[src/hdl/scnc_pkg.sv]
// Package for the scan centroid block: widths, register indexes, reset values,
// sine polynomial coefficients and the sequencer state type.
// No dependencies; the two interfaces and scan_centroid import it.
package scnc_pkg;

    localparam int RNG_W     = 16;
    localparam int ANG_W     = 16;
    localparam int OUT_W     = 17;
    localparam int CFG_IDX_W = 4;

    localparam logic [CFG_IDX_W-1:0] REG_START = CFG_IDX_W'(0);
    localparam logic [CFG_IDX_W-1:0] REG_STEP  = CFG_IDX_W'(1);
    localparam logic [CFG_IDX_W-1:0] REG_LOW   = CFG_IDX_W'(2);
    localparam logic [CFG_IDX_W-1:0] REG_HIGH  = CFG_IDX_W'(3);

    localparam logic [ANG_W-1:0] START_RST = 16'd0;
    localparam logic [ANG_W-1:0] STEP_RST  = 16'd64;
    localparam logic [RNG_W-1:0] LOW_RST   = 16'd0;
    localparam logic [RNG_W-1:0] HIGH_RST  = 16'hFFFF;

    localparam logic [14:0] QUARTER = 15'd16384;
    localparam logic [14:0] SIN_A   = 15'd25736;
    localparam logic [13:0] SIN_B   = 14'd10512;
    localparam logic [10:0] SIN_C   = 11'd1160;
    localparam logic [14:0] S_MAX   = 15'h7FFF;

    typedef enum logic [3:0] {
        ST_IDLE,
        ST_ANG,
        ST_T2,
        ST_U,
        ST_V,
        ST_S,
        ST_MAG,
        ST_ADD,
        ST_FIN,
        ST_DIVX,
        ST_DIVY,
        ST_OUT
    } t_state;

endpackage

[src/hdl/scnc_in_if.sv]
// Input channel of the scan centroid block: one range sample per word.
// Depends on scnc_pkg.
interface scnc_in_if import scnc_pkg::*; ();
    logic             valid;
    logic             ready;
    logic [RNG_W-1:0] range_mm;
    logic             last_sample;

    modport source(output valid, range_mm, last_sample, input ready);
    modport sink(input valid, range_mm, last_sample, output ready);
endinterface

[src/hdl/scnc_out_if.sv]
// Output channel of the scan centroid block: one centroid word per scan.
// Depends on scnc_pkg.
interface scnc_out_if import scnc_pkg::*; ();
    logic                    valid;
    logic                    ready;
    logic signed [OUT_W-1:0] centroid_x;
    logic signed [OUT_W-1:0] centroid_y;
    logic        [OUT_W-1:0] valid_points;

    modport source(output valid, centroid_x, centroid_y, valid_points, input ready);
    modport sink(input valid, centroid_x, centroid_y, valid_points, output ready);
endinterface

[src/hdl/scnc_div.sv]
// Restoring unsigned divider, one quotient bit per cycle.
// Standalone; used by scan_centroid for the two mean divisions.
module scnc_div #(
    parameter int NUM_W = 33,
    parameter int DEN_W = 17
) (
    input  logic             i_clk,
    input  logic             i_rst_n,
    input  logic             i_start,
    input  logic [NUM_W-1:0] i_num,
    input  logic [DEN_W-1:0] i_den,
    output logic             o_done,
    output logic [NUM_W-1:0] o_quot
);
    localparam int CNT_W = $clog2(NUM_W + 1);

    logic             r_busy;
    logic             r_done;
    logic [CNT_W-1:0] r_cnt;
    logic [NUM_W-1:0] r_num;
    logic [DEN_W-1:0] r_rem;
    logic [DEN_W-1:0] r_den;

    logic [DEN_W:0]   sh;
    logic [DEN_W:0]   diff;
    logic             fits;
    logic [DEN_W-1:0] n_rem;

    always_comb begin
        sh    = {r_rem, r_num[NUM_W-1]};
        diff  = sh - {1'b0, r_den};
        fits  = (sh >= {1'b0, r_den});
        n_rem = fits ? diff[DEN_W-1:0] : sh[DEN_W-1:0];
    end

    always_ff @(posedge i_clk) begin
        if (!i_rst_n) begin
            r_busy <= 1'b0;
            r_done <= 1'b0;
            r_cnt  <= '0;
        end else begin
            r_done <= 1'b0;
            if (i_start) begin
                r_busy <= 1'b1;
                r_cnt  <= CNT_W'(NUM_W);
            end else if (r_busy) begin
                r_cnt <= r_cnt - CNT_W'(1);
                if (r_cnt == CNT_W'(1)) begin
                    r_busy <= 1'b0;
                    r_done <= 1'b1;
                end
            end
        end
    end

    always_ff @(posedge i_clk) begin
        if (i_start) begin
            r_num <= i_num;
            r_rem <= '0;
            r_den <= i_den;
        end else if (r_busy) begin
            r_num <= {r_num[NUM_W-2:0], fits};
            r_rem <= n_rem;
        end
    end

    assign o_done = r_done;
    assign o_quot = r_num;

endmodule

[src/hdl/scan_centroid.sv]
// Scan centroid block: running mean of the Cartesian points of one polar scan.
// Depends on scnc_pkg, scnc_in_if, scnc_out_if and scnc_div.
//
// Usage: each word on i_in carries one range sample; the sample's angle is
// start_angle + index * angle_step. Samples strictly inside the configured
// range bounds are converted to x and y and summed. The word marked
// last_sample closes the scan, and one word with the mean x, mean y and the
// valid count then appears on o_out.
// Sequencing: a single 16x16 multiplier is shared under a sequencer. A sample
// outside the bounds only passes the angle state; a valid sample takes the angle
// product, then for cosine and sine four polynomial multiplies, one range
// multiply and one add. The last sample, when there are valid points, then runs
// two serial divisions of MAG_W bits each before the result word is loaded.
// i_in.ready is high only while the sequencer is idle.
// The result sits in an output register, so the next scan is accepted while
// a result waits; a stalled receiver only blocks the close of the next scan.
// Reset restores register defaults and clears the scan sums and counts.
// Configuration registers are written through i_cfg_we / i_cfg_idx / i_cfg_data;
// the user must write them only while idle; the block itself does not enforce it.
module scan_centroid import scnc_pkg::*; #(
    parameter int MAX_POINTS = 65536
) (
    input  logic                 i_clk,
    input  logic                 i_rst_n,
    scnc_in_if.sink              i_in,
    scnc_out_if.source           o_out,
    input  logic                 i_cfg_we,
    input  logic [CFG_IDX_W-1:0] i_cfg_idx,
    input  logic [RNG_W-1:0]     i_cfg_data
);
    localparam int IDX_W = $clog2(MAX_POINTS + 1);
    localparam int SUM_W = RNG_W + IDX_W + 1;
    localparam int MAG_W = SUM_W - 1;

    t_state r_state;
    t_state n_state;

    logic [ANG_W-1:0] r_start;
    logic [ANG_W-1:0] r_step;
    logic [RNG_W-1:0] r_low;
    logic [RNG_W-1:0] r_high;

    logic [IDX_W-1:0]        r_idx;
    logic [IDX_W-1:0]        r_cnt;
    logic signed [SUM_W-1:0] r_sx;
    logic signed [SUM_W-1:0] r_sy;

    logic [RNG_W-1:0] r_rng;
    logic             r_last;
    logic             r_ok;
    logic [ANG_W-1:0] r_ang;
    logic             r_phase;
    logic [14:0]      r_t;
    logic             r_neg;
    logic [14:0]      r_t2;
    logic [13:0]      r_u;
    logic [14:0]      r_v;
    logic [14:0]      r_s;
    logic [RNG_W-1:0] r_mag;
    logic [OUT_W-1:0] r_qx;
    logic [OUT_W-1:0] r_qy;

    logic             r_ovalid;
    logic [OUT_W-1:0] r_ox;
    logic [OUT_W-1:0] r_oy;
    logic [OUT_W-1:0] r_ocnt;

    logic [15:0]      m_a;
    logic [15:0]      m_b;
    logic [31:0]      m_p;
    logic [17:0]      p_sh;
    logic [16:0]      s_full;

    logic [ANG_W-1:0] ang_new;
    logic [ANG_W-1:0] fold_ang;
    logic [14:0]      f_t;
    logic             f_neg;

    logic                    in_ok;
    logic                    idx_room;
    logic                    out_free;
    logic signed [SUM_W-1:0] mag_ext;
    logic signed [SUM_W-1:0] acc_in;
    logic signed [SUM_W-1:0] acc_out;
    logic [MAG_W-1:0]        sx_abs;
    logic [MAG_W-1:0]        sy_abs;

    logic             div_start;
    logic [MAG_W-1:0] div_num;
    logic             div_done;
    logic [MAG_W-1:0] div_quot;

    scnc_div #(
        .NUM_W(MAG_W),
        .DEN_W(IDX_W)
    ) u_div (
        .i_clk  (i_clk),
        .i_rst_n(i_rst_n),
        .i_start(div_start),
        .i_num  (div_num),
        .i_den  (r_cnt),
        .o_done (div_done),
        .o_quot (div_quot)
    );

    // Shared multiplier and its operand selection.
    always_comb begin
        m_a = '0;
        m_b = '0;
        case (r_state)
            ST_ANG: begin
                m_a = r_step;
                m_b = 16'(r_idx);
            end
            ST_T2: begin
                m_a = 16'(r_t);
                m_b = 16'(r_t);
            end
            ST_U: begin
                m_a = 16'(r_t2);
                m_b = 16'(SIN_C);
            end
            ST_V: begin
                m_a = 16'(r_t2);
                m_b = 16'(r_u);
            end
            ST_S: begin
                m_a = 16'(r_t);
                m_b = 16'(r_v);
            end
            ST_MAG: begin
                m_a = r_rng;
                m_b = 16'(r_s);
            end
            default: begin
                m_a = '0;
                m_b = '0;
            end
        endcase
    end

    assign m_p    = m_a * m_b;
    assign p_sh   = m_p[31:14];
    assign s_full = {p_sh[15:0], 1'b0};

    // The cosine is the sine a quarter turn ahead; fold the angle into one quadrant.
    assign ang_new  = r_start + m_p[15:0];
    assign fold_ang = (r_state == ST_ANG) ? ang_new + ANG_W'(QUARTER) : r_ang;
    assign f_t      = fold_ang[14] ? QUARTER - 15'(fold_ang[13:0]) : 15'(fold_ang[13:0]);
    assign f_neg    = fold_ang[15];

    assign in_ok    = (r_low < i_in.range_mm) && (i_in.range_mm < r_high);
    assign idx_room = (r_idx < IDX_W'(MAX_POINTS));
    assign out_free = !r_ovalid || o_out.ready;

    assign mag_ext = $signed({{(SUM_W - RNG_W){1'b0}}, r_mag});
    assign acc_in  = r_phase ? r_sy : r_sx;
    assign acc_out = r_neg ? acc_in - mag_ext : acc_in + mag_ext;
    assign sx_abs  = r_sx[SUM_W-1] ? MAG_W'(-r_sx) : MAG_W'(r_sx);
    assign sy_abs  = r_sy[SUM_W-1] ? MAG_W'(-r_sy) : MAG_W'(r_sy);

    always_ff @(posedge i_clk) begin
        if (!i_rst_n) begin
            r_state <= ST_IDLE;
        end else begin
            r_state <= n_state;
        end
    end

    always_comb begin
        n_state   = r_state;
        div_start = 1'b0;
        div_num   = '0;
        unique case (r_state)
            ST_IDLE: begin
                if (i_in.valid) begin
                    n_state = ST_ANG;
                end
            end
            ST_ANG: begin
                if (idx_room && r_ok) begin
                    n_state = ST_T2;
                end else if (r_last) begin
                    n_state = ST_FIN;
                end else begin
                    n_state = ST_IDLE;
                end
            end
            ST_T2:  n_state = ST_U;
            ST_U:   n_state = ST_V;
            ST_V:   n_state = ST_S;
            ST_S:   n_state = ST_MAG;
            ST_MAG: n_state = ST_ADD;
            ST_ADD: begin
                if (!r_phase) begin
                    n_state = ST_T2;
                end else if (r_last) begin
                    n_state = ST_FIN;
                end else begin
                    n_state = ST_IDLE;
                end
            end
            ST_FIN: begin
                if (r_cnt == '0) begin
                    n_state = ST_OUT;
                end else begin
                    div_start = 1'b1;
                    div_num   = sx_abs;
                    n_state   = ST_DIVX;
                end
            end
            ST_DIVX: begin
                if (div_done) begin
                    div_start = 1'b1;
                    div_num   = sy_abs;
                    n_state   = ST_DIVY;
                end
            end
            ST_DIVY: begin
                if (div_done) begin
                    n_state = ST_OUT;
                end
            end
            ST_OUT: begin
                if (out_free) begin
                    n_state = ST_IDLE;
                end
            end
            default: n_state = ST_IDLE;
        endcase
    end

    always_ff @(posedge i_clk) begin
        if (!i_rst_n) begin
            r_start <= START_RST;
            r_step  <= STEP_RST;
            r_low   <= LOW_RST;
            r_high  <= HIGH_RST;
        end else if (i_cfg_we) begin
            unique case (i_cfg_idx)
                REG_START: r_start <= i_cfg_data;
                REG_STEP:  r_step  <= i_cfg_data;
                REG_LOW:   r_low   <= i_cfg_data;
                REG_HIGH:  r_high  <= i_cfg_data;
                default: ;
            endcase
        end
    end

    always_ff @(posedge i_clk) begin
        if (!i_rst_n) begin
            r_idx <= '0;
            r_cnt <= '0;
            r_sx  <= '0;
            r_sy  <= '0;
        end else begin
            case (r_state)
                ST_ANG: begin
                    if (idx_room) begin
                        r_idx <= r_idx + IDX_W'(1);
                    end
                end
                ST_ADD: begin
                    if (!r_phase) begin
                        r_sx <= acc_out;
                    end else begin
                        r_sy  <= acc_out;
                        r_cnt <= r_cnt + IDX_W'(1);
                    end
                end
                ST_OUT: begin
                    if (out_free) begin
                        r_idx <= '0;
                        r_cnt <= '0;
                        r_sx  <= '0;
                        r_sy  <= '0;
                    end
                end
                default: ;
            endcase
        end
    end

    always_ff @(posedge i_clk) begin
        if (!i_rst_n) begin
            r_ovalid <= 1'b0;
        end else if (r_state == ST_OUT && out_free) begin
            r_ovalid <= 1'b1;
        end else if (o_out.ready) begin
            r_ovalid <= 1'b0;
        end
    end

    always_ff @(posedge i_clk) begin
        case (r_state)
            ST_IDLE: begin
                if (i_in.valid) begin
                    r_rng  <= i_in.range_mm;
                    r_last <= i_in.last_sample;
                    r_ok   <= in_ok;
                end
            end
            ST_ANG: begin
                r_ang   <= ang_new;
                r_t     <= f_t;
                r_neg   <= f_neg;
                r_phase <= 1'b0;
            end
            ST_T2: r_t2 <= p_sh[14:0];
            ST_U:  r_u  <= 14'(18'(SIN_B) - p_sh);
            ST_V:  r_v  <= 15'(18'(SIN_A) - p_sh);
            ST_S:  r_s  <= (s_full > 17'(S_MAX)) ? S_MAX : s_full[14:0];
            ST_MAG: r_mag <= m_p[30:15];
            ST_ADD: begin
                if (!r_phase) begin
                    r_phase <= 1'b1;
                    r_t     <= f_t;
                    r_neg   <= f_neg;
                end
            end
            ST_FIN: begin
                r_qx <= '0;
                r_qy <= '0;
            end
            ST_DIVX: begin
                if (div_done) begin
                    r_qx <= r_sx[SUM_W-1] ? OUT_W'(-div_quot) : OUT_W'(div_quot);
                end
            end
            ST_DIVY: begin
                if (div_done) begin
                    r_qy <= r_sy[SUM_W-1] ? OUT_W'(-div_quot) : OUT_W'(div_quot);
                end
            end
            ST_OUT: begin
                if (out_free) begin
                    r_ox   <= r_qx;
                    r_oy   <= r_qy;
                    r_ocnt <= OUT_W'(r_cnt);
                end
            end
            default: ;
        endcase
    end

    assign i_in.ready         = (r_state == ST_IDLE);
    assign o_out.valid        = r_ovalid;
    assign o_out.centroid_x   = $signed(r_ox);
    assign o_out.centroid_y   = $signed(r_oy);
    assign o_out.valid_points = r_ocnt;

`ifndef ASSERT_OFF
    a_cnt_le_idx: assert property (@(posedge i_clk) disable iff (!i_rst_n)
        r_cnt <= r_idx)
        else $error("Valid count exceeds the sample index.");

    a_clear_on_out: assert property (@(posedge i_clk) disable iff (!i_rst_n)
        (r_state == ST_OUT && out_free) |=> (r_ovalid && r_idx == '0 && r_cnt == '0))
        else $error("Scan state was not cleared when the result word was loaded.");

    a_div_order: assert property (@(posedge i_clk) disable iff (!i_rst_n)
        (r_state == ST_DIVX && div_done) |=> (r_state == ST_DIVY))
        else $error("The y division did not follow the x division.");
`endif

endmodule
[src/flat_wrapper.sv]
// flat-port wrapper written by rule: the top's interface ports become plain ports
module scan_centroid_flat import scnc_pkg::*;
#(
    parameter int MAX_POINTS = 65536
)
  (i_clk, i_rst_n, i_cfg_we, i_cfg_idx, i_cfg_data, i_in_valid, i_in_range_mm, i_in_last_sample, i_in_ready, o_out_valid, o_out_centroid_x, o_out_centroid_y, o_out_valid_points, o_out_ready);
  scnc_in_if i_in_i ();
  scnc_out_if o_out_i ();
  input  logic i_clk;
  input  logic i_rst_n;
  input  logic i_cfg_we;
  input  logic [CFG_IDX_W-1:0] i_cfg_idx;
  input  logic [RNG_W-1:0] i_cfg_data;
  input wire logic [$bits(i_in_i.valid)-1:0] i_in_valid;
  input wire logic [$bits(i_in_i.range_mm)-1:0] i_in_range_mm;
  input wire logic [$bits(i_in_i.last_sample)-1:0] i_in_last_sample;
  output wire logic [$bits(i_in_i.ready)-1:0] i_in_ready;
  output wire logic [$bits(o_out_i.valid)-1:0] o_out_valid;
  output wire logic [$bits(o_out_i.centroid_x)-1:0] o_out_centroid_x;
  output wire logic [$bits(o_out_i.centroid_y)-1:0] o_out_centroid_y;
  output wire logic [$bits(o_out_i.valid_points)-1:0] o_out_valid_points;
  input wire logic [$bits(o_out_i.ready)-1:0] o_out_ready;
  assign i_in_i.valid = i_in_valid;
  assign i_in_i.range_mm = i_in_range_mm;
  assign i_in_i.last_sample = i_in_last_sample;
  assign i_in_ready = i_in_i.ready;
  assign o_out_valid = o_out_i.valid;
  assign o_out_centroid_x = o_out_i.centroid_x;
  assign o_out_centroid_y = o_out_i.centroid_y;
  assign o_out_valid_points = o_out_i.valid_points;
  assign o_out_i.ready = o_out_ready;
  scan_centroid #(.MAX_POINTS(MAX_POINTS)) u_core (.i_clk(i_clk), .i_rst_n(i_rst_n), .i_in(i_in_i), .o_out(o_out_i), .i_cfg_we(i_cfg_we), .i_cfg_idx(i_cfg_idx), .i_cfg_data(i_cfg_data));
endmodule
[config.mk]
export PLATFORM = sky130hd
export DESIGN_NAME = scan_centroid_flat
export DESIGN_NICKNAME = d
export VERILOG_FILES = /design/src/hdl/scnc_pkg.sv /design/src/hdl/scnc_in_if.sv /design/src/hdl/scnc_out_if.sv /design/src/hdl/scnc_div.sv /design/src/hdl/scan_centroid.sv /design/src/flat_wrapper.sv
export SDC_FILE = /design/constraint.sdc
export NUM_CORES = 2
export LEC_CHECK = 0
export ABC_AREA = 1
export BUFFER_PORTS_ARGS = -buffer_cell sky130_fd_sc_hd__buf_2
export CAP_MARGIN = 20
export CORE_AREA = 4 4 258 260
export DETAILED_ROUTE_END_ITERATION = 8
export DIE_AREA = 0 0 262 264
export GPL_ROUTABILITY_DRIVEN = 0
export HOLD_SLACK_MARGIN = 0.02
export PLACE_DENSITY_LB_ADDON = 0.1
export SYNTH_ARGS = -nofsm -noshare
export SYNTH_HDL_FRONTEND = slang
export SYNTH_SLANG_ARGS = --single-unit
export TNS_END_PERCENT = 20
[constraint.sdc]
create_clock -name i_clk -period 23.3 [get_ports i_clk]
set_input_delay 1.165 -clock i_clk [delete_from_list [all_inputs] [get_ports i_clk]]
set_output_delay 1.165 -clock i_clk [all_outputs]
set_load 0.03 [all_outputs]
==> summary.txt <==
Final ANT Viol Nets = 0
Root Buffer = clkbuf_16
initial antenna violation count = 0
FF+latch count, synth = 457
pwr dens = 79.0 nW/um2
CP max stage cell = nor2_2
Pins Over Slew Limit = 0
Synth Flop Type = edfxtp_1
maximum root-to-sink buffer count = 3
synth unique cells = 62
WHS = 0.410 ns
Inst Count DP = 5,454
Clock Latency Late Sink = 0.61 ns
crit path max fanout = 32
Worst Path Arrival = 10.01 ns
RSZ-0062 raised after global routing = false
top cells by area, synth = edfxtp_1, dfxtp_1, fa_1, nand2_1, inv_1
Seq/Total Area, Yosys = 33.5%
Finished Layout Cells = 5,550
Sink Count = 457
Starting DRT DRC Count = 3,196
drt drc = 0
WP buf/inv = 9
Static Leak = 0.0185 uW
worst hold path type = reg -> reg
initial core utilization = 54.8%
Final Cycle Share = 41.4%
synthesized area = 35,100 um2
CP top delay family = adder cells
# H-tree levels = 2
CTS tree = built
Critical Path End Type = register
status = finished, final reports clean
die height = 264 um
Die W = 262 um
YS warnings = 0
CP dominant cell by count = nand2_1
Final TNS setup = 0 ns
top cell type's share of synthesized area = 22.3%
Via density = 5.56
# hold bufs at CTS = 0
share of cells above drive strength 1 = 6.46%
Max Fclk = 104 MHz
DR vias = 30,876
drt wl/cell = 19.2 um
Setup Buffers After CTS = 0
max_cap viols = 0
Worst EP required = 23.67 ns
Worst VDD drop = 0.0726 mV
syn nets = 5,034
Post-Synthesis Cells = 4,588
Worst Tran Pin Value = 1.10 ns
gr usage total = 30.7%
HPWL after detailed placement = 83,200 um
post-CTS sizing = 0
number of global-route vias before repair = 29,298
DRT Pass-1 Iters = 8
Critical Path Max Stage Delay = 0.63 ns
Port Buffers = 94
Area Overhead vs Synth = 8.77%
core area = 64,100 um2
grt total ovfl = 0
max_slew headroom = 25.9%
I/O pin cnt = 95
startpoint types = register
Clk pin slew, worst setup/hold paths = 0.06 ns
global-route wire length before repair = 166,000 um
ys async rst share = 0%
final wirelength = 106,000 um
Rows = 93
Synth Area per Inst = 7.66 um2
Final setup viols = 0
Yosys top cell by area = edfxtp_1
clock skew = 0.0305 ns
class of the most critical setup path = reg -> reg
minimum clock period = 9.65 ns
pin count of the biggest net entering global routing = 70
Hold Fails Final Rpt = 0
# nets final = 5,100
Post-synth EDFFs = 261
total CTS buffers = 51
Die Area = 69,200 um2
[Yosys cell counts (17+ instances only)]
cell and instances:
edfxtp_1 261, buf_2 34, or2_2 17, fa_1 196, nor3_1 54, ha_1 208, nor2_1 461, dfxtp_1 196
nand4_1 57, o21ai_0 330, inv_1 807, nand3_1 223, xnor2_1 22, a21oi_1 330, xor2_1 66, clkbuf_1 76
o211ai_1 31, nand2_1 989
[state kept, by name, indices dropped and copies added (netlist names), 16 cells and up]
name and flops:
u_core.r_sx 34, u_core.u_div.r_rem 17, u_core.r_mag 16, u_core.r_rng 16, u_core.r_start 16, u_core.r_low 16
u_core.o_out.centroid_y 17, u_core.r_idx 17, u_core.r_step 16, u_core.u_div.r_den 17, u_core.r_qx 17, u_core.r_sy 34
u_core.o_out.centroid_x 17, u_core.r_ang 16, u_core.o_out.valid_points 17, u_core.r_cnt 17, u_core.r_high 16, u_core.r_qy 17
u_core.u_div.o_quot 33
[logic make-up (layout without fill, tap and decap cells)]
| family | Yosys count | count (layout) | synth area share, % |
|---|---|---|---|
| and+or+nand+nor | 1887 | 1887 | 22.7 |
| buffers and inverters | 949 | 1055 | 10.3 |
| AOI/OAI and AO/OA | 802 | 802 | 12.6 |
| other | 0 | 1 | 0 |
| xor gates and xnor gates | 89 | 89 | 2.24 |
| adders and majority gates | 404 | 404 | 18.6 |
| DFF | 457 | 457 | 33.5 |
[worst paths after layout]
check | from | to | slack [ns] | cells after the start
setup / recovery | u_core.r_state[1] | u_core.r_t[8] | 13.65 | 40
hold / removal | u_core.r_qx[6] | u_core.o_out.centroid_x[6] | 0.41 | 0
setup reg to reg | u_core.r_state[1] | u_core.r_t[8] | 13.65 | 40
hold reg to reg | u_core.r_qx[6] | u_core.o_out.centroid_x[6] | 0.41 | 0
[power breakdown]
group          switching (uW)  leakage (uW)  total [uW]  internal [uW]
sequential               31.5       0.00401         998            966
clock                     348      0.000817         820            472
combinational             875        0.0136        1200            326
total                    1250        0.0185        3020           1760
[per-layer routing]
metal  vias to the layer above  GRT usage, %  share of wire [%]
met2                      1238          47.6                 44
met5                         -             0                  0
met3                       205          5.07                8.4
li1                      14940             -                  -
met1                     14493          45.0                 45
met4                         0          8.10                3.3
[metrics by stage]
step	setup slack [ns]	util, %	power [uW]	area, um2
finish	13.65	59.6	3020	38200
global route	13.02	59.6	3190	38200
CTS	13.86	59.5	3000	38200
detailed placement	13.84	56.9	2180	36500
global placement	13.58	56.9	2170	36500
floorplan	15.32	-	1790	35100
[area by class of cell]
type,instances,area (um2)
fillers,5928,25900
multi-input cells,3182,19800
flip-flops and latches,457,11800
inverters,827,3100
clock buffers,63,1390
well taps,855,1070
repair buffers,135,803
clock inverters,30,300
diodes,1,2.50
[placed cells by master (no fill, tap or decap), types with 14 or more instances in the layout]
cell type and n:
inv_1 806, nor2_2 14, nor3_1 51, o21ai_0 329, a21oi_1 330, fa_1 196
o211ai_1 31, inv_2 14, ha_1 208, xor2_1 66, edfxtp_1 261, or2_2 17
nand4_1 57, nand3_1 223, clkbuf_16 53, xnor2_1 22, buf_4 38, clkinv_1 14
nor2_1 459, buf_2 95, dfxtp_1 196, nand2_1 989
Note: power is estimated with default switching activity, not from simulation.
